**config.mk**
```make
export PLATFORM = sky130hd
export DESIGN_NAME = crc16_register_access_link
export DESIGN_NICKNAME = d
export VERILOG_FILES = /design/src/rtl/ral_pkg.sv /design/src/rtl/crc16_register_access_link.sv /design/src/rtl/ral_ram.sv
export SDC_FILE = /design/constraint.sdc
export NUM_CORES = 1
export LEC_CHECK = 0
export ABC_AREA = 1
export ABC_CLOCK_PERIOD_IN_PS = 3150
export BUFFER_PORTS_ARGS = -buffer_cell sky130_fd_sc_hd__buf_2
export CORE_ASPECT_RATIO = 1.75
export CORE_MARGIN = 1.5
export CORE_UTILIZATION = 60
export CTS_CLUSTER_DIAMETER = 150
export DETAILED_ROUTE_END_ITERATION = 12
export PLACE_DENSITY = 0.79
export SLEW_MARGIN = 40
export SYNTH_ARGS = -nofsm -noshare
export SYNTH_HDL_FRONTEND = slang
export SYNTH_SLANG_ARGS = --single-unit
```
**constraint.sdc**
```tcl
create_clock -name clk -period 3.15 [get_ports clk]
set_input_delay 0 -clock clk [delete_from_list [all_inputs] [get_ports clk]]
set_output_delay 0 -clock clk [all_outputs]
set_load 0.005 [all_outputs]
```
**src/rtl/ral_pkg.sv**
```systemverilog
`timescale 1ns / 1ps
// ----------------------------------------------------------------------------
// ral_pkg
// Shared types, constants, CRC-16 byte step and the microcode ROM of the
// register-access link sequencer.
// ----------------------------------------------------------------------------
package ral_pkg;

  localparam int RX_DEPTH = 16;
  localparam int RX_AW    = $clog2(RX_DEPTH);
  localparam int RX_CW    = $clog2(RX_DEPTH + 1);
  localparam int REPLY_LEN = 11;
  localparam int STEP_W   = 6;

  localparam logic [7:0] SYNC0      = 8'hAA;
  localparam logic [7:0] SYNC1      = 8'h55;
  localparam logic [7:0] OP_WRITE   = 8'h82;
  localparam logic [7:0] OP_READ    = 8'h83;
  localparam logic [7:0] LEN_WRITE  = 8'(5 + 2);
  localparam logic [7:0] LEN_READ   = 8'(5 + 2 - 1);
  localparam logic [7:0] READ_WORDS = 8'h01;
  localparam logic [15:0] CRC_INIT  = 16'hFFFF;
  localparam logic [15:0] CRC_POLY  = 16'hA001;
  localparam logic [2:0] MISS_LIMIT_RST = 3'd5;

  localparam logic [STEP_W-1:0] ENTRY_WRITE = 6'd0;
  localparam logic [STEP_W-1:0] ENTRY_READ  = 6'd10;
  localparam logic [STEP_W-1:0] ENTRY_POLL  = 6'd20;
  localparam logic [STEP_W-1:0] STEP_MISS   = 6'd33;

  typedef enum logic [1:0] {
    CMD_WRITE = 2'd0,
    CMD_READ  = 2'd1,
    CMD_RXB   = 2'd2
  } cmd_t;

  typedef enum logic [2:0] {
    ST_WAIT    = 3'd0,
    ST_OK      = 3'd1,
    ST_TIMEOUT = 3'd2,
    ST_HDR     = 3'd3,
    ST_CRC     = 3'd4
  } status_t;

  typedef enum logic [3:0] {
    SEL_SYNC0, SEL_SYNC1, SEL_LEN_WR, SEL_LEN_RD, SEL_OP_WR, SEL_OP_RD,
    SEL_ADDR_H, SEL_ADDR_L, SEL_DATA_H, SEL_DATA_L, SEL_ONE,
    SEL_CRC_L, SEL_CRC_H, SEL_RXD, SEL_ZERO
  } byte_sel_t;

  typedef enum logic [3:0] {
    CHK_NONE, CHK_SYNC0, CHK_SYNC1, CHK_ADDR_H, CHK_ADDR_L,
    CHK_CRC_L, CHK_CRC_H, CHK_DATA_H, CHK_DATA_L
  } chk_t;

  typedef enum logic [2:0] {
    OP_NONE, OP_BR_MISS, OP_SET_WAIT, OP_POLL_DONE, OP_MISS
  } seq_op_t;

  typedef struct packed {
    logic             emit;
    logic             kind;
    logic             last;
    logic             fin;
    byte_sel_t        sel;
    logic             crc_en;
    chk_t             chk;
    logic [RX_AW-1:0] rd_addr;
    seq_op_t          op;
  } ctrl_t;

  function automatic logic [15:0] crc16_byte(input logic [15:0] crc, input logic [7:0] b);
    logic [15:0] c;
    c = crc ^ {8'h00, b};
    for (int i = 0; i < 8; i++) begin
      c = c[0] ? ((c >> 1) ^ CRC_POLY) : (c >> 1);
    end
    return c;
  endfunction

  function automatic ctrl_t mk(input logic emit, input logic kind, input logic last,
                               input logic fin, input byte_sel_t sel, input logic crc_en,
                               input chk_t chk, input int rd, input seq_op_t op);
    ctrl_t c;
    c.emit    = emit;
    c.kind    = kind;
    c.last    = last;
    c.fin     = fin;
    c.sel     = sel;
    c.crc_en  = crc_en;
    c.chk     = chk;
    c.rd_addr = RX_AW'(rd);
    c.op      = op;
    return c;
  endfunction

  function automatic ctrl_t ctrl_rom(input logic [STEP_W-1:0] idx);
    ctrl_t c;
    case (idx)
      // write frame
      6'd0:  c = mk(1'b1, 1'b0, 1'b0, 1'b0, SEL_SYNC0,  1'b0, CHK_NONE, 0, OP_NONE);
      6'd1:  c = mk(1'b1, 1'b0, 1'b0, 1'b0, SEL_SYNC1,  1'b0, CHK_NONE, 0, OP_NONE);
      6'd2:  c = mk(1'b1, 1'b0, 1'b0, 1'b0, SEL_LEN_WR, 1'b0, CHK_NONE, 0, OP_NONE);
      6'd3:  c = mk(1'b1, 1'b0, 1'b0, 1'b0, SEL_OP_WR,  1'b1, CHK_NONE, 0, OP_NONE);
      6'd4:  c = mk(1'b1, 1'b0, 1'b0, 1'b0, SEL_ADDR_H, 1'b1, CHK_NONE, 0, OP_NONE);
      6'd5:  c = mk(1'b1, 1'b0, 1'b0, 1'b0, SEL_ADDR_L, 1'b1, CHK_NONE, 0, OP_NONE);
      6'd6:  c = mk(1'b1, 1'b0, 1'b0, 1'b0, SEL_DATA_H, 1'b1, CHK_NONE, 0, OP_NONE);
      6'd7:  c = mk(1'b1, 1'b0, 1'b0, 1'b0, SEL_DATA_L, 1'b1, CHK_NONE, 0, OP_NONE);
      6'd8:  c = mk(1'b1, 1'b0, 1'b0, 1'b0, SEL_CRC_L,  1'b0, CHK_NONE, 0, OP_NONE);
      6'd9:  c = mk(1'b1, 1'b0, 1'b1, 1'b1, SEL_CRC_H,  1'b0, CHK_NONE, 0, OP_NONE);
      // read request
      6'd10: c = mk(1'b1, 1'b0, 1'b0, 1'b0, SEL_SYNC0,  1'b0, CHK_NONE, 0, OP_NONE);
      6'd11: c = mk(1'b1, 1'b0, 1'b0, 1'b0, SEL_SYNC1,  1'b0, CHK_NONE, 0, OP_NONE);
      6'd12: c = mk(1'b1, 1'b0, 1'b0, 1'b0, SEL_LEN_RD, 1'b0, CHK_NONE, 0, OP_NONE);
      6'd13: c = mk(1'b1, 1'b0, 1'b0, 1'b0, SEL_OP_RD,  1'b1, CHK_NONE, 0, OP_NONE);
      6'd14: c = mk(1'b1, 1'b0, 1'b0, 1'b0, SEL_ADDR_H, 1'b1, CHK_NONE, 0, OP_NONE);
      6'd15: c = mk(1'b1, 1'b0, 1'b0, 1'b0, SEL_ADDR_L, 1'b1, CHK_NONE, 0, OP_NONE);
      6'd16: c = mk(1'b1, 1'b0, 1'b0, 1'b0, SEL_ONE,    1'b1, CHK_NONE, 0, OP_NONE);
      6'd17: c = mk(1'b1, 1'b0, 1'b0, 1'b0, SEL_CRC_L,  1'b0, CHK_NONE, 0, OP_NONE);
      6'd18: c = mk(1'b1, 1'b0, 1'b0, 1'b0, SEL_CRC_H,  1'b0, CHK_NONE, 0, OP_NONE);
      6'd19: c = mk(1'b1, 1'b1, 1'b1, 1'b1, SEL_ZERO,   1'b0, CHK_NONE, 0, OP_SET_WAIT);
      // poll: read buffer one byte per step, data lags address by one step
      6'd20: c = mk(1'b0, 1'b0, 1'b0, 1'b0, SEL_RXD, 1'b0, CHK_NONE,   0,  OP_BR_MISS);
      6'd21: c = mk(1'b0, 1'b0, 1'b0, 1'b0, SEL_RXD, 1'b0, CHK_SYNC0,  1,  OP_NONE);
      6'd22: c = mk(1'b0, 1'b0, 1'b0, 1'b0, SEL_RXD, 1'b0, CHK_SYNC1,  2,  OP_NONE);
      6'd23: c = mk(1'b0, 1'b0, 1'b0, 1'b0, SEL_RXD, 1'b0, CHK_NONE,   3,  OP_NONE);
      6'd24: c = mk(1'b0, 1'b0, 1'b0, 1'b0, SEL_RXD, 1'b1, CHK_NONE,   4,  OP_NONE);
      6'd25: c = mk(1'b0, 1'b0, 1'b0, 1'b0, SEL_RXD, 1'b1, CHK_ADDR_H, 5,  OP_NONE);
      6'd26: c = mk(1'b0, 1'b0, 1'b0, 1'b0, SEL_RXD, 1'b1, CHK_ADDR_L, 6,  OP_NONE);
      6'd27: c = mk(1'b0, 1'b0, 1'b0, 1'b0, SEL_RXD, 1'b1, CHK_NONE,   7,  OP_NONE);
      6'd28: c = mk(1'b0, 1'b0, 1'b0, 1'b0, SEL_RXD, 1'b1, CHK_DATA_H, 8,  OP_NONE);
      6'd29: c = mk(1'b0, 1'b0, 1'b0, 1'b0, SEL_RXD, 1'b1, CHK_DATA_L, 9,  OP_NONE);
      6'd30: c = mk(1'b0, 1'b0, 1'b0, 1'b0, SEL_RXD, 1'b0, CHK_CRC_L,  10, OP_NONE);
      6'd31: c = mk(1'b0, 1'b0, 1'b0, 1'b0, SEL_RXD, 1'b0, CHK_CRC_H,  0,  OP_NONE);
      6'd32: c = mk(1'b1, 1'b1, 1'b1, 1'b1, SEL_ZERO, 1'b0, CHK_NONE,  0,  OP_POLL_DONE);
      6'd33: c = mk(1'b1, 1'b1, 1'b1, 1'b1, SEL_ZERO, 1'b0, CHK_NONE,  0,  OP_MISS);
      default: c = mk(1'b0, 1'b0, 1'b0, 1'b1, SEL_ZERO, 1'b0, CHK_NONE, 0, OP_NONE);
    endcase
    return c;
  endfunction

endpackage

```
**src/rtl/crc16_register_access_link.sv**
```systemverilog
`timescale 1ns / 1ps
// ----------------------------------------------------------------------------
// crc16_register_access_link
// Master side of a framed serial register-access link with CRC-16/MODBUS.
// A microcode ROM sequences frame transmission and reply checking.
//
//   channel  direction  handshake             beat payload
//   in_      input      in_valid / in_stall   cmd, addr, wdata, rx_byte
//   out_     output     out_valid / out_stall kind, tx_byte, last, status, read_data
//   cfg_     input      cfg_we                miss_limit (cfg_wdata)
//
// One microcode step per clock; an emitting step waits while the output beat
// is held. Write access: 10 steps; read request: 10 steps; poll: 2 steps on a
// miss, 13 on a full reply (buffer read one byte per step). Received byte: no
// busy time. in_stall is high while a program runs. Reset is
// synchronous; the receive buffer needs no clearing.
// ----------------------------------------------------------------------------
module crc16_register_access_link (
  input  logic        clk,
  input  logic        rst_n,
  input  logic        in_valid,
  output logic        in_stall,
  input  logic [1:0]  in_cmd,
  input  logic [15:0] in_addr,
  input  logic [15:0] in_wdata,
  input  logic [7:0]  in_rx_byte,
  output logic        out_valid,
  input  logic        out_stall,
  output logic        out_kind,
  output logic [7:0]  out_tx_byte,
  output logic        out_last,
  output logic [2:0]  out_status,
  output logic [15:0] out_read_data,
  input  logic        cfg_we,
  input  logic [2:0]  cfg_wdata
);

  logic                          busy_r, busy_nxt;
  logic [ral_pkg::STEP_W-1:0]    step_r, step_nxt;
  logic [15:0]                   addr_r, addr_nxt;
  logic [15:0]                   wdata_r, wdata_nxt;
  logic [15:0]                   crc_r, crc_nxt;
  logic                          hdr_err_r, hdr_err_nxt;
  logic                          crc_err_r, crc_err_nxt;
  logic [15:0]                   data_r, data_nxt;
  logic                          await_r, await_nxt;
  logic [2:0]                    miss_cnt_r, miss_cnt_nxt;
  logic [ral_pkg::RX_CW-1:0]     rx_cnt_r, rx_cnt_nxt;
  logic [2:0]                    miss_limit_r, miss_limit_nxt;
  logic                          out_valid_r, out_valid_nxt;
  logic                          out_kind_r, out_kind_nxt;
  logic [7:0]                    out_tx_r, out_tx_nxt;
  logic                          out_last_r, out_last_nxt;
  logic [2:0]                    out_status_r, out_status_nxt;
  logic [15:0]                   out_data_r, out_data_nxt;

  ral_pkg::ctrl_t                cw;
  ral_pkg::status_t              rpt_status;
  logic [15:0]                   rpt_data;
  logic                          in_acc;
  logic                          go;
  logic                          miss;
  logic                          timeout;
  logic                          ram_we;
  logic [7:0]                    rd_byte;
  logic [7:0]                    cur_byte;

  assign cw       = ral_pkg::ctrl_rom(step_r);
  assign in_stall = busy_r;
  assign in_acc   = in_valid & ~busy_r;
  assign go       = busy_r & (~cw.emit | ~out_valid_r | ~out_stall);
  assign miss     = rx_cnt_r != ral_pkg::RX_CW'(ral_pkg::REPLY_LEN);
  assign timeout  = miss_cnt_r >= miss_limit_r;

  ral_ram #(
    .WIDTH (8),
    .DEPTH (ral_pkg::RX_DEPTH)
  ) u_rx_ram (
    .clk   (clk),
    .we    (ram_we),
    .waddr (rx_cnt_r[ral_pkg::RX_AW-1:0]),
    .wdata (in_rx_byte),
    .raddr (cw.rd_addr),
    .rdata (rd_byte)
  );

  always_comb begin
    case (cw.sel)
      ral_pkg::SEL_SYNC0:  cur_byte = ral_pkg::SYNC0;
      ral_pkg::SEL_SYNC1:  cur_byte = ral_pkg::SYNC1;
      ral_pkg::SEL_LEN_WR: cur_byte = ral_pkg::LEN_WRITE;
      ral_pkg::SEL_LEN_RD: cur_byte = ral_pkg::LEN_READ;
      ral_pkg::SEL_OP_WR:  cur_byte = ral_pkg::OP_WRITE;
      ral_pkg::SEL_OP_RD:  cur_byte = ral_pkg::OP_READ;
      ral_pkg::SEL_ADDR_H: cur_byte = addr_r[15:8];
      ral_pkg::SEL_ADDR_L: cur_byte = addr_r[7:0];
      ral_pkg::SEL_DATA_H: cur_byte = wdata_r[15:8];
      ral_pkg::SEL_DATA_L: cur_byte = wdata_r[7:0];
      ral_pkg::SEL_ONE:    cur_byte = ral_pkg::READ_WORDS;
      ral_pkg::SEL_CRC_L:  cur_byte = crc_r[7:0];
      ral_pkg::SEL_CRC_H:  cur_byte = crc_r[15:8];
      ral_pkg::SEL_RXD:    cur_byte = rd_byte;
      default:             cur_byte = 8'h00;
    endcase
  end

  always_comb begin
    rpt_data = 16'h0000;
    case (cw.op)
      ral_pkg::OP_MISS: begin
        rpt_status = timeout ? ral_pkg::ST_TIMEOUT : ral_pkg::ST_WAIT;
      end
      ral_pkg::OP_POLL_DONE: begin
        if (hdr_err_r) begin
          rpt_status = ral_pkg::ST_HDR;
        end else begin
          rpt_status = crc_err_r ? ral_pkg::ST_CRC : ral_pkg::ST_OK;
          rpt_data   = data_r;
        end
      end
      default: rpt_status = ral_pkg::ST_WAIT;
    endcase
  end

  always_comb begin
    busy_nxt       = busy_r;
    step_nxt       = step_r;
    addr_nxt       = addr_r;
    wdata_nxt      = wdata_r;
    crc_nxt        = crc_r;
    hdr_err_nxt    = hdr_err_r;
    crc_err_nxt    = crc_err_r;
    data_nxt       = data_r;
    await_nxt      = await_r;
    miss_cnt_nxt   = miss_cnt_r;
    rx_cnt_nxt     = rx_cnt_r;
    miss_limit_nxt = cfg_we ? cfg_wdata : miss_limit_r;
    out_valid_nxt  = out_valid_r & out_stall;
    out_kind_nxt   = out_kind_r;
    out_tx_nxt     = out_tx_r;
    out_last_nxt   = out_last_r;
    out_status_nxt = out_status_r;
    out_data_nxt   = out_data_r;
    ram_we         = 1'b0;

    if (in_acc) begin
      addr_nxt    = in_addr;
      wdata_nxt   = in_wdata;
      crc_nxt     = ral_pkg::CRC_INIT;
      hdr_err_nxt = 1'b0;
      crc_err_nxt = 1'b0;
      case (in_cmd)
        ral_pkg::CMD_WRITE: begin
          busy_nxt = 1'b1;
          step_nxt = ral_pkg::ENTRY_WRITE;
        end
        ral_pkg::CMD_READ: begin
          busy_nxt = 1'b1;
          step_nxt = await_r ? ral_pkg::ENTRY_POLL : ral_pkg::ENTRY_READ;
        end
        ral_pkg::CMD_RXB: begin
          if (rx_cnt_r < ral_pkg::RX_CW'(ral_pkg::RX_DEPTH)) begin
            ram_we     = 1'b1;
            rx_cnt_nxt = rx_cnt_r + 1'b1;
          end
        end
        default: ;
      endcase
    end

    if (go) begin
      busy_nxt = ~cw.fin;
      step_nxt = step_r + 1'b1;
      if (cw.crc_en) begin
        crc_nxt = ral_pkg::crc16_byte(crc_r, cur_byte);
      end
      case (cw.chk)
        ral_pkg::CHK_SYNC0:  if (rd_byte != ral_pkg::SYNC0) hdr_err_nxt = 1'b1;
        ral_pkg::CHK_SYNC1:  if (rd_byte != ral_pkg::SYNC1) hdr_err_nxt = 1'b1;
        ral_pkg::CHK_ADDR_H: if (rd_byte != addr_r[15:8]) hdr_err_nxt = 1'b1;
        ral_pkg::CHK_ADDR_L: if (rd_byte != addr_r[7:0]) hdr_err_nxt = 1'b1;
        ral_pkg::CHK_CRC_L:  if (rd_byte != crc_r[7:0]) crc_err_nxt = 1'b1;
        ral_pkg::CHK_CRC_H:  if (rd_byte != crc_r[15:8]) crc_err_nxt = 1'b1;
        ral_pkg::CHK_DATA_H: data_nxt[15:8] = rd_byte;
        ral_pkg::CHK_DATA_L: data_nxt[7:0] = rd_byte;
        default: ;
      endcase
      case (cw.op)
        ral_pkg::OP_BR_MISS: begin
          if (miss) step_nxt = ral_pkg::STEP_MISS;
        end
        ral_pkg::OP_SET_WAIT: await_nxt = 1'b1;
        ral_pkg::OP_POLL_DONE: begin
          miss_cnt_nxt = 3'd0;
          await_nxt    = 1'b0;
          rx_cnt_nxt   = '0;
        end
        ral_pkg::OP_MISS: begin
          if (timeout) begin
            miss_cnt_nxt = 3'd0;
            await_nxt    = 1'b0;
            rx_cnt_nxt   = '0;
          end else begin
            miss_cnt_nxt = miss_cnt_r + 3'd1;
          end
        end
        default: ;
      endcase
      if (cw.emit) begin
        out_valid_nxt  = 1'b1;
        out_kind_nxt   = cw.kind;
        out_tx_nxt     = cw.kind ? 8'h00 : cur_byte;
        out_last_nxt   = cw.last;
        out_status_nxt = rpt_status;
        out_data_nxt   = rpt_data;
      end
    end
  end

  always_ff @(posedge clk) begin
    if (!rst_n) begin
      busy_r       <= 1'b0;
      step_r       <= '0;
      await_r      <= 1'b0;
      miss_cnt_r   <= 3'd0;
      rx_cnt_r     <= '0;
      miss_limit_r <= ral_pkg::MISS_LIMIT_RST;
      out_valid_r  <= 1'b0;
    end else begin
      busy_r       <= busy_nxt;
      step_r       <= step_nxt;
      await_r      <= await_nxt;
      miss_cnt_r   <= miss_cnt_nxt;
      rx_cnt_r     <= rx_cnt_nxt;
      miss_limit_r <= miss_limit_nxt;
      out_valid_r  <= out_valid_nxt;
    end
  end

  always_ff @(posedge clk) begin
    addr_r       <= addr_nxt;
    wdata_r      <= wdata_nxt;
    crc_r        <= crc_nxt;
    hdr_err_r    <= hdr_err_nxt;
    crc_err_r    <= crc_err_nxt;
    data_r       <= data_nxt;
    out_kind_r   <= out_kind_nxt;
    out_tx_r     <= out_tx_nxt;
    out_last_r   <= out_last_nxt;
    out_status_r <= out_status_nxt;
    out_data_r   <= out_data_nxt;
  end

  assign out_valid     = out_valid_r;
  assign out_kind      = out_kind_r;
  assign out_tx_byte   = out_tx_r;
  assign out_last      = out_last_r;
  assign out_status    = out_status_r;
  assign out_read_data = out_data_r;

endmodule

```
**src/rtl/ral_ram.sv**
```systemverilog
`timescale 1ns / 1ps
// ----------------------------------------------------------------------------
// ral_ram
// Generic single-write, single-read RAM with registered read data.
// ----------------------------------------------------------------------------
module ral_ram #(
  parameter int WIDTH = 8,
  parameter int DEPTH = 16
) (
  input  logic                     clk,
  input  logic                     we,
  input  logic [$clog2(DEPTH)-1:0] waddr,
  input  logic [WIDTH-1:0]         wdata,
  input  logic [$clog2(DEPTH)-1:0] raddr,
  output logic [WIDTH-1:0]         rdata
);

  logic [WIDTH-1:0] mem [DEPTH];

  always_ff @(posedge clk) begin
    if (we) begin
      mem[waddr] <= wdata;
    end
    rdata <= mem[raddr];
  end

endmodule

```
## After elaboration in Yosys (flattened, before gate mapping)

Memory sizes are Yosys's and may differ from the RTL's. A register that Yosys moved wholly into a read port is not among the register bits.
Index checks and enable logic that the tools add are counted.
W data, S select, Z words.

- Add/sub/neg operators: 3
- $lt $le $gt $ge: 2
- Equality and inequality tests: 35
- Muxes and demuxes: 56
- Bitwise operators: 20
- Reductions and logical operators: 16

Operator list:

| cell | number |
|---|---|
| $mux W16 | 11 |
| $pmux W8 S14 | 1 |
| $mux W6 | 6 |
| $eq A4 B3 Y1 const B | 8 |
| $ne A8 B8 Y1 | 4 |
| $mux W5 | 6 |
| $eq A4 B4 Y1 const B | 7 |
| $not A2 Y3 | 8 |
| $mux W1 | 21 |
| $eq A4 B2 Y1 const B | 4 |
| $xor A16 B8 Y16 | 1 |
| $pmux W3 S2 | 2 |
| $pmux W6 S2 | 1 |
| $reduce_and A2 Y1 | 6 |
| $pmux W5 S2 | 1 |
| $mux W3 | 3 |
| $eq A4 B1 Y1 const B | 2 |
| $ne A8 B7 Y1 const B | 1 |
| $ne A8 B8 Y1 const B | 1 |
| $add A6 B1 Y6 const B | 1 |
| $eq A3 B2 Y1 const B | 2 |
| $not A1 Y1 | 6 |
| $reduce_bool A2 Y1 | 3 |
| $reduce_bool A3 Y1 | 2 |
| other kinds (20) | 24 |

- Bits in registers: 115
- Bits in writable memories: 128
- ROM bits: 1280
- Input bits: 50
- Output and inout bits: 31
- Word-level logic and storage cells: 153
- Memories: 2

Memories:

| name | depth | bits a word | rd ports | clocked after memory_dff | wr ports | line | RTL |
|---|---|---|---|---|---|---|---|
| (name not given) | 64 | 20 | 1 | 1 | 0 | ral_pkg.sv:99 | `case (idx)` |
| u_rx_ram.mem | 16 | 8 | 1 | 1 | 1 | ral_ram.sv:18 | `logic [WIDTH-1:0] mem [DEPTH];` |

## Depth between registers and ports, before layout

Gate-level depths: netlist of the first run.

- Depth after elaboration: 21
- Gate-level depth with buffers: 20
- Depth with buffers taken out: 20

## Modules after synthesis

A second synthesis of the first run with hierarchy kept.

- Cell total of the unflattened synthesis: 1333
- Area, all modules: 12304.3 µm²

By module, submodules not included:

| module | times used | cells each | area each (µm²) | seq. area each (µm²) |
|---|---|---|---|---|
| crc16_register_access_link | 1 | 782 | 6537.5 | 3473.3 |
| ral_ram | 1 | 551 | 5766.8 | 4003.8 |

## Worst setup path after synthesis of the first run

Ideal clock, no wire load.

- Path type: reg-to-reg
- Start point: reg rx_cnt_r[0] (netlist bit)
- End point: reg cw[12] (netlist name)
- Setup time: 0.135 ns
- Arrival time: 2.254 ns
- Required time: 3.015 ns
- Slack: 0.762 ns
- Cell stages (with the launch flop): 16
- Path buffers: 0
- Clock period less this slack: 2.388 ns
- Cell sequence: dfxtp_1 -> ha_1 -> inv_1 -> nor3_1 -> nor2_1 -> inv_1 -> nand2_1 -> nand2_1 -> a22oi_1 -> nor2_1 -> inv_1 -> ha_1 -> inv_1 -> nor2_1 -> o311ai_0 -> o21ai_0

- Cells in the longest elaborated chain, start to end: 6

RTL lines:

| element | line | RTL |
|---|---|---|
| from (decl) | crc16_register_access_link.sv:48 | `logic [ral_pkg::RX_CW-1:0] rx_cnt_r, rx_cnt_nxt;` |
| from (signal assigned) | crc16_register_access_link.sv:234 | `rx_cnt_r <= rx_cnt_nxt;` |
| $ne A5 B4 Y1 | crc16_register_access_link.sv:72 | `assign miss = rx_cnt_r != ral_pkg::RX_CW'(ral_pkg::REPLY_LEN);` |
| $mux W6 | crc16_register_access_link.sv:190 | `if (miss) step_nxt = ral_pkg::STEP_MISS;` |
| $mux W6 | crc16_register_access_link.sv:188 | `case (cw.op)` |
| $mux W6 | crc16_register_access_link.sv:171 | `if (go) begin` |
| $mux W6 (no source line) (2 in series) | -- |  |

Every way passes these cells.
A chain may end at the register's enable or synchronous reset.

## Worst setup path after layout of the first run

- Start point: reg busy_r (netlist: in_stall)
- End point: reg cw[11] (netlist name)

- Cells in the longest elaborated chain, start to end: 6
- Elaborated cells on any way between the ends: 9
- Classes of those cells: mux: 3; bitwise: 3; reduce/logical: 3

RTL lines:

| element | line | RTL |
|---|---|---|
| from (decl) | crc16_register_access_link.sv:38 | `logic busy_r, busy_nxt;` |
| from (signal assigned) | crc16_register_access_link.sv:230 | `busy_r <= busy_nxt;` |
| $not A1 Y1 | crc16_register_access_link.sv:70 | `assign in_acc = in_valid & ~busy_r;` |
| $and A1 B1 Y1 | crc16_register_access_link.sv:70 |  |
| $reduce_bool A2 Y1 (no source line) | -- |  |
| $reduce_and A2 Y1 (no source line) | -- |  |
| $mux W6 (no source line) (*) (2 in series) | -- |  |

Mark *: on every way between the ends. The rest lies on a longest branch, timed or not.

==> impl_metrics.json, run 1 <==
{
  "rsz0062_at_grt": "no",
  "tightest_slew_ns": 0.8177,
  "die_x_um": 109.8,
  "hold_class": "input pin to flop",
  "setup_viol": 0,
  "dp_cells": 1464,
  "hold_viol": 0,
  "cts_num_sinks": 271,
  "grt_max_degree": 45,
  "layout-drive-gt1-share_pct": 14.42,
  "slew_headroom_pct": 45.28,
  "cts_inserted_buffers": 24,
  "maxSlewViolCount": 0,
  "top_usage_layer": "met2",
  "layout.nets": 1366,
  "clk_path_buf_depth": 3,
  "clk_pin_slew_ns": 0.06,
  "portBuffers": 80,
  "drcViolationCount": 0,
  "fmax_mhz": 356.1,
  "synth-xor-area-share_pct": 1.765,
  "crit_buf_inv": 5,
  "clk_latency_ns": 0.52,
  "r2r_slack_ns": 0.34,
  "worstSetupStartpointType": "flop",
  "path_class": "flop to flop",
  "synth_top_family_by_area": "simple AND/OR/NAND/NOR gates",
  "rows": 68,
  "synth_commonest_cells": "205 x edfxtp_1, 180 x nand2_1, 146 x inv_1",
  "cts_tree": "yes",
  "yosys_warnings": 0,
  "timing.rr.start": "in_stall",
  "synth_seq_area_share_pct": 62.40,
  "drtIter0Drc": 472,
  "synthAdderAreaFrac_pct": 1.671,
  "syn_avg_cell_area_um2": 10.43,
  "ys_seq_elements": 271,
  "area_delta_synth_final_pct": 17.16,
  "htreeDepth": 1,
  "synthTopCellsByArea": "edfxtp_1 51%, dfxtp_1 11%, nand2_1 5.6%",
  "synth_nets": 1215,
  "coreArea_um2": 19650,
  "fin_util_pct": 71.43,
  "ys_async_sr_fraction_pct": 0,
  "start_util_pct": 60.97,
  "fin_skew_ns": 0.01094,
  "synth_compound_area_share_pct": 10.03,
  "syn_area_um2": 11980,
  "critical-path-top-delay-family": "buffers and inverters",
  "timing.rr.end": "cw[11]",
  "cpMaxStageDelayCell": "dlygate4sd3_1",
  "post-cts-setup-buffer-count": 0,
  "antenna_found_initial": 1,
  "die_h_um": 189.9,
  "routedWlPerCell_um": 18.83,
  "crit_fanout": 7,
  "synth-simple-area-share_pct": 15.47,
  "grt_pass1_wl_mm": 46.35,
  "routabilityCongestion": 1.002,
  "firstDrtPassIters": 5,
  "synth_cells": 1149,
  "ios": 81,
  "stdcell_count": 1564,
  "grt_usage_pct": 29.44,
  "grt_remaining_overflow": 0,
  "crit_cells": 15,
  "routed_via_density": 5.733,
  "post_cts_resized": 0,
  "drt_wl_total_mm": 29.45,
  "grt_pass1_vias": 9155,
  "use_met3_pct": 3.597,
  "endpoint_kind": "flop",
  "fin_crit_ns": 2.808,
  "cpPeakStageDelay_ns": 0.57,
  "crit_end": "cw[11]",
  "synth_mux_area_share_pct": 2.673,
  "power.density_nw_per_um2": 589.0,
  "rr_worst_depth": 15,
  "holdBufCountCts": 55,
  "synth_edf_count": 205,
  "dp_hpwl_mm": 20.59,
  "status": "complete, no violations",
  "use_met2_pct": 54.42,
  "arrival_ns": 3.22,
  "ant_nets": 0,
  "worstHoldStart": "in_wdata[5]",
  "grt_util_met1_pct": 30.17,
  "peakVddDrop_mv": 0.5848,
  "cap_violations": 0,
  "die_area_um2": 20860,
  "final.setup.tns_ns": 0,
  "synthFlopType": "edfxtp_1",
  "num_vias": 8967,
  "critPathRequiredTime_ns": 3.56,
  "synth_cell_type_count": 41,
  "synth.largest_area_cell": "edfxtp_1",
  "synth_most_common_cell": "edfxtp_1",
  "cts_root_buf": "clkbuf_16",
  "cp-startpoint": "in_stall",
  "crit_chain": "inv_1 > nand2_1 > nor2_1 > dlygate4sd3_1 > inv_1 > nand2_1 > inv_1 > a22oi_1 > nor2_1 > buf_4 > ha_1 > o21ai_0 > o21ai_0 > o21ai_0 > nor2_1",
  "synth_top_cell_area_share_pct": 51.37,
  "period_share_pct": 89.16,
  "p_leak_nw": 5.569
}
where the power goes:
part	internal, W	total (W)	switching, W
registers	0.00397	0.00408	0.000106
clock network	0.00165	0.00291	0.00126
logic	0.000436	0.00128	0.000845
logic make-up after synthesis:
logic type / Yosys count
AOI/OAI and AO/OA: 211
muxes: 32
DFF: 271
adders and majority gates: 16
buffers and inverters: 183
xor gates and xnor gates: 22
and+or+nand+nor: 414
flip-flops by register name (all words and copies together) (netlist names):
register,cells
miss_limit_r,3
await_r,1
u_rx_ram.mem,128
in_stall,1
out_valid,1
hdr_err_r,1
out_kind,1
wdata_r,16
cw,20
out_read_data,16
data_r,16
crc_r,16
rx_cnt_r,5
out_tx_byte,8
addr_r,16
out_last,1
u_rx_ram.rdata,8
crc_err_r,1
out_status,3
miss_cnt_r,3
step_r,6
area by class of cell:
cell class                 instances  area (um^2)
antenna                            1        2.502
clock buffer                      33        665.6
clock inverter                    11        106.4
fill                            1421         5615
inverter                         151        566.8
multi-input combinational        695         3794
sequential                       271         7481
tap                              245        306.5
timing repair buffer             157         1116
layer usage:
metal / wire, um / part of all wire (%)
met1: 9908 / 34
met4: 2164 / 7.3
met2: 15950 / 54
met5: 0 / 0
met3: 1423 / 4.8
worst min path at each step:
stage                       end  slack (ns)  cells past startpoint
CTS                  wdata_r[2]        0.18                      2
floorplan             addr_r[0]         0.1                      0
finish               wdata_r[5]        0.19                      2
global placement    wdata_r[14]        0.18                      1
global route         wdata_r[5]        0.19                      2
detailed placement   wdata_r[2]        0.18                      1
stage by stage:
stage / worst slack (ns) / power (W) / area [um^2] / hold slack, ns
5_1_grt: 0.06225 / 0.008593 / 14040 / 0.1858
2_1_floorplan: 0.7618 / 0.004983 / 11980 / 0.09887
3_3_place_gp: 0.6071 / 0.005300 / 12710 / 0.1764
4_1_cts: 0.3677 / 0.008259 / 14030 / 0.1795
6_report: 0.3415 / 0.008269 / 14040 / 0.1895
3_5_place_dp: 0.5639 / 0.005341 / 12710 / 0.1781
placed cells by master (no fill, tap or decap), types with 7 or more instances in the layout:
cell           Yosys  routed
a21oi_1           59      59
buf_2              3      80
buf_4              1      22
clkbuf_1          21       7
clkbuf_16          0      25
dfxtp_1           66      65
dlygate4sd3_1      0      55
edfxtp_1         205     205
ha_1              16      16
inv_1            146     145
mux2i_1           32      32
nand2_1          180     180
nand2_2           18      18
nand3_1           75      75
nand3_2            8       8
nor2_1            93      91
nor2_2            12      14
nor3_1            12      12
o211ai_1          36      36
o21ai_0           91      91
xor2_1            15      15
Power figures use the tool's default switching activity.
==> inputs of run 2 (changes only) <==
--- a/config.mk
+++ b/config.mk
@@ -8,12 +8,14 @@
 export ABC_AREA = 1
 export ABC_CLOCK_PERIOD_IN_PS = 3150
 export BUFFER_PORTS_ARGS = -buffer_cell sky130_fd_sc_hd__buf_2
+export CAP_MARGIN = 0
 export CORE_ASPECT_RATIO = 1.75
 export CORE_MARGIN = 1.5
 export CORE_UTILIZATION = 60
 export CTS_CLUSTER_DIAMETER = 150
 export DETAILED_ROUTE_END_ITERATION = 12
 export PLACE_DENSITY = 0.79
+export REMOVE_ABC_BUFFERS = 1
 export SLEW_MARGIN = 40
 export SYNTH_ARGS = -nofsm -noshare
 export SYNTH_HDL_FRONTEND = slang
==> impl_metrics.json, run 2 (same netlist as run 1, synthesis figures left out) <==
{
  "crit_buf_inv": 6,
  "path_common_cell": "inv_1",
  "drt_wl_total_mm": 29.23,
  "fin_skew_ns": 0.03092,
  "highest_layer": "met4",
  "fin_ws_ns": 0.2999,
  "maxSlewViolCount": 0,
  "insertedDiodeCount": 0,
  "firstDrtPassIters": 5,
  "routedWlPerCell_um": 18.70,
  "grt_pass1_wl_mm": 45.64,
  "multi_input_area_um2": 3794,
  "antenna_found_initial": 0,
  "grt_usage_pct": 29.04,
  "cpPeakStageDelay_ns": 0.57,
  "layout-drive-gt1-share_pct": 14.42,
  "drcViolationCount": 0,
  "pre_cts_ws_ns": 0.6335,
  "die_h_um": 189.9,
  "cts_num_sinks": 271,
  "num_vias": 8922,
  "ios": 81,
  "clk_latency_ns": 0.53,
  "finalPower_w": 0.008133,
  "fin_util_pct": 71.26,
  "final.setup.tns_ns": 0,
  "critPathRequiredTime_ns": 3.53,
  "clk_path_buf_depth": 3,
  "routabilityCongestion": 0.9692,
  "cts_tree": "yes",
  "cts_root_buf": "clkbuf_16",
  "die_area_um2": 20860,
  "fin_crit_ns": 2.850,
  "crit_fanout": 14,
  "portBuffers": 80,
  "grt_remaining_overflow": 0,
  "hold_viol": 0,
  "route.met3.wl_mm": 1.385,
  "start_util_pct": 60.97,
  "tightest_slew_ns": 0.8357,
  "grt_pass1_vias": 8937,
  "slew_headroom_pct": 44.08,
  "status": "complete, no violations",
  "area_delta_synth_final_pct": 16.87,
  "holdWs_ns": 0.1174,
  "cpMaxStageDelayCell": "dlygate4sd3_1",
  "clk_pin_slew_ns": 0.06,
  "post-cts-setup-buffer-count": 0,
  "crit_chain": "inv_1 > nand2_1 > nor2_1 > dlygate4sd3_1 > inv_1 > nand2_1 > inv_1 > a22oi_2 > nor2_2 > buf_4 > inv_1 > nor2_1 > o21ai_0 > o21ai_0 > nand2_1 > o211ai_1",
  "coreArea_um2": 19650,
  "arrival_ns": 3.23,
  "wl_met2_mm": 16.18,
  "rr_worst_depth": 16,
  "top_register": "u_rx_ram.mem",
  "mostFrequentLayoutCells": "205 x edfxtp_1, 180 x nand2_1, 144 x inv_1",
  "rsz0062_at_grt": "no",
  "rows": 68,
  "worstSetupStartpointType": "flop",
  "layout_commonest_cell": "edfxtp_1",
  "hold_class": "input pin to flop",
  "wl_met1_mm": 9.968,
  "peakVddDrop_mv": 0.5825,
  "grt_max_degree": 47,
  "ant_nets": 0,
  "routed_via_density": 5.708,
  "cts_inserted_buffers": 25,
  "period_share_pct": 90.48,
  "critical-path-top-delay-family": "buffers and inverters",
  "num-fill-cells": 1401,
  "largest_register_ffs": 128,
  "fmax_mhz": 350.9,
  "crit_cells": 16,
  "p_leak_nw": 5.544,
  "htreeDepth": 1,
  "dp_hpwl_mm": 20.10,
  "cap_violations": 0,
  "setup_viol": 0,
  "die_x_um": 109.8,
  "path_class": "flop to flop",
  "layout.nets": 1366,
  "power.density_nw_per_um2": 580.7,
  "regArea_um2": 7481,
  "drtIter0Drc": 609,
  "endpoint_kind": "flop",
  "min_path_cells": 6
}
[run 2: changes by cell type in the layout (fill, tap and decap cells not counted), sizes merged]
cell and change:
buf -1, bufinv -2, clkbuf +1, clkinvlp +2
diode -1
[run 2: metal layers]
metal | track usage, % | up-vias
met3 | 3.631 | 121
met5 | 0 | -
met2 | 54.25 | 349
met1 | 30.49 | 4203
li1 | - | 4249
met4 | 15.98 | 0
[run 2: cell type report]
cell class	count	share of cell area, %
Tap cell	245	2.189
Clock buffer	34	4.780
Timing Repair Buffer	156	8.005
Sequential cell	271	53.42
Clock inverter	11	0.4735
Multi-Input combinational cell	695	27.09
Inverter	151	4.047
[run 2: power by group]
group / internal, W / switching [W] / total, W / leakage [nW]
Combinational: 0.000438 / 0.000852 / 0.00129 / 2.76
Sequential: 0.00397 / 0.000104 / 0.00408 / 2.42
Clock: 0.00150 / 0.00127 / 0.00277 / 0.358
[run 2: repair_timing]
action / 4_1_cts / 5_1_grt
hold buffers: 55 / 0
endpoints found under the setup margin: 0 / 2
hold endpoints to repair: 171 / 0
gates resized for setup: 0 / 1
[run 2: path summary, 6_finish.rpt]
path	from	end	slack [ns]
worst min register to register	cw[17]	out_last	0.42
worst min-delay path	out_stall	crc_err_r	0.12
worst max-delay path	in_stall	cw[14]	0.30
worst max register to register	in_stall	cw[14]	0.30
[run 2: per-stage QoR]
step | cells | instance area, um^2
6_report | 1563 | 14000
5_1_grt | 1563 | 14000
4_1_cts | 1563 | 14000
3_5_place_dp | 1463 | 12710
3_3_place_gp | 1463 | 12710
2_1_floorplan | 1117 | 11830
[run 2: worst reg2reg max path: stages, from the launching register on]
cell           delay, ns
dfxtp_1             0.33
inv_1               0.08
nand2_1             0.07
nor2_1              0.14
dlygate4sd3_1       0.57
inv_1               0.05
nand2_1             0.11
inv_1               0.10
a22oi_2             0.26
nor2_2              0.05
buf_4               0.19
inv_1               0.19
nor2_1              0.15
o21ai_0             0.18
o21ai_0             0.11
nand2_1             0.08
o211ai_1            0.07
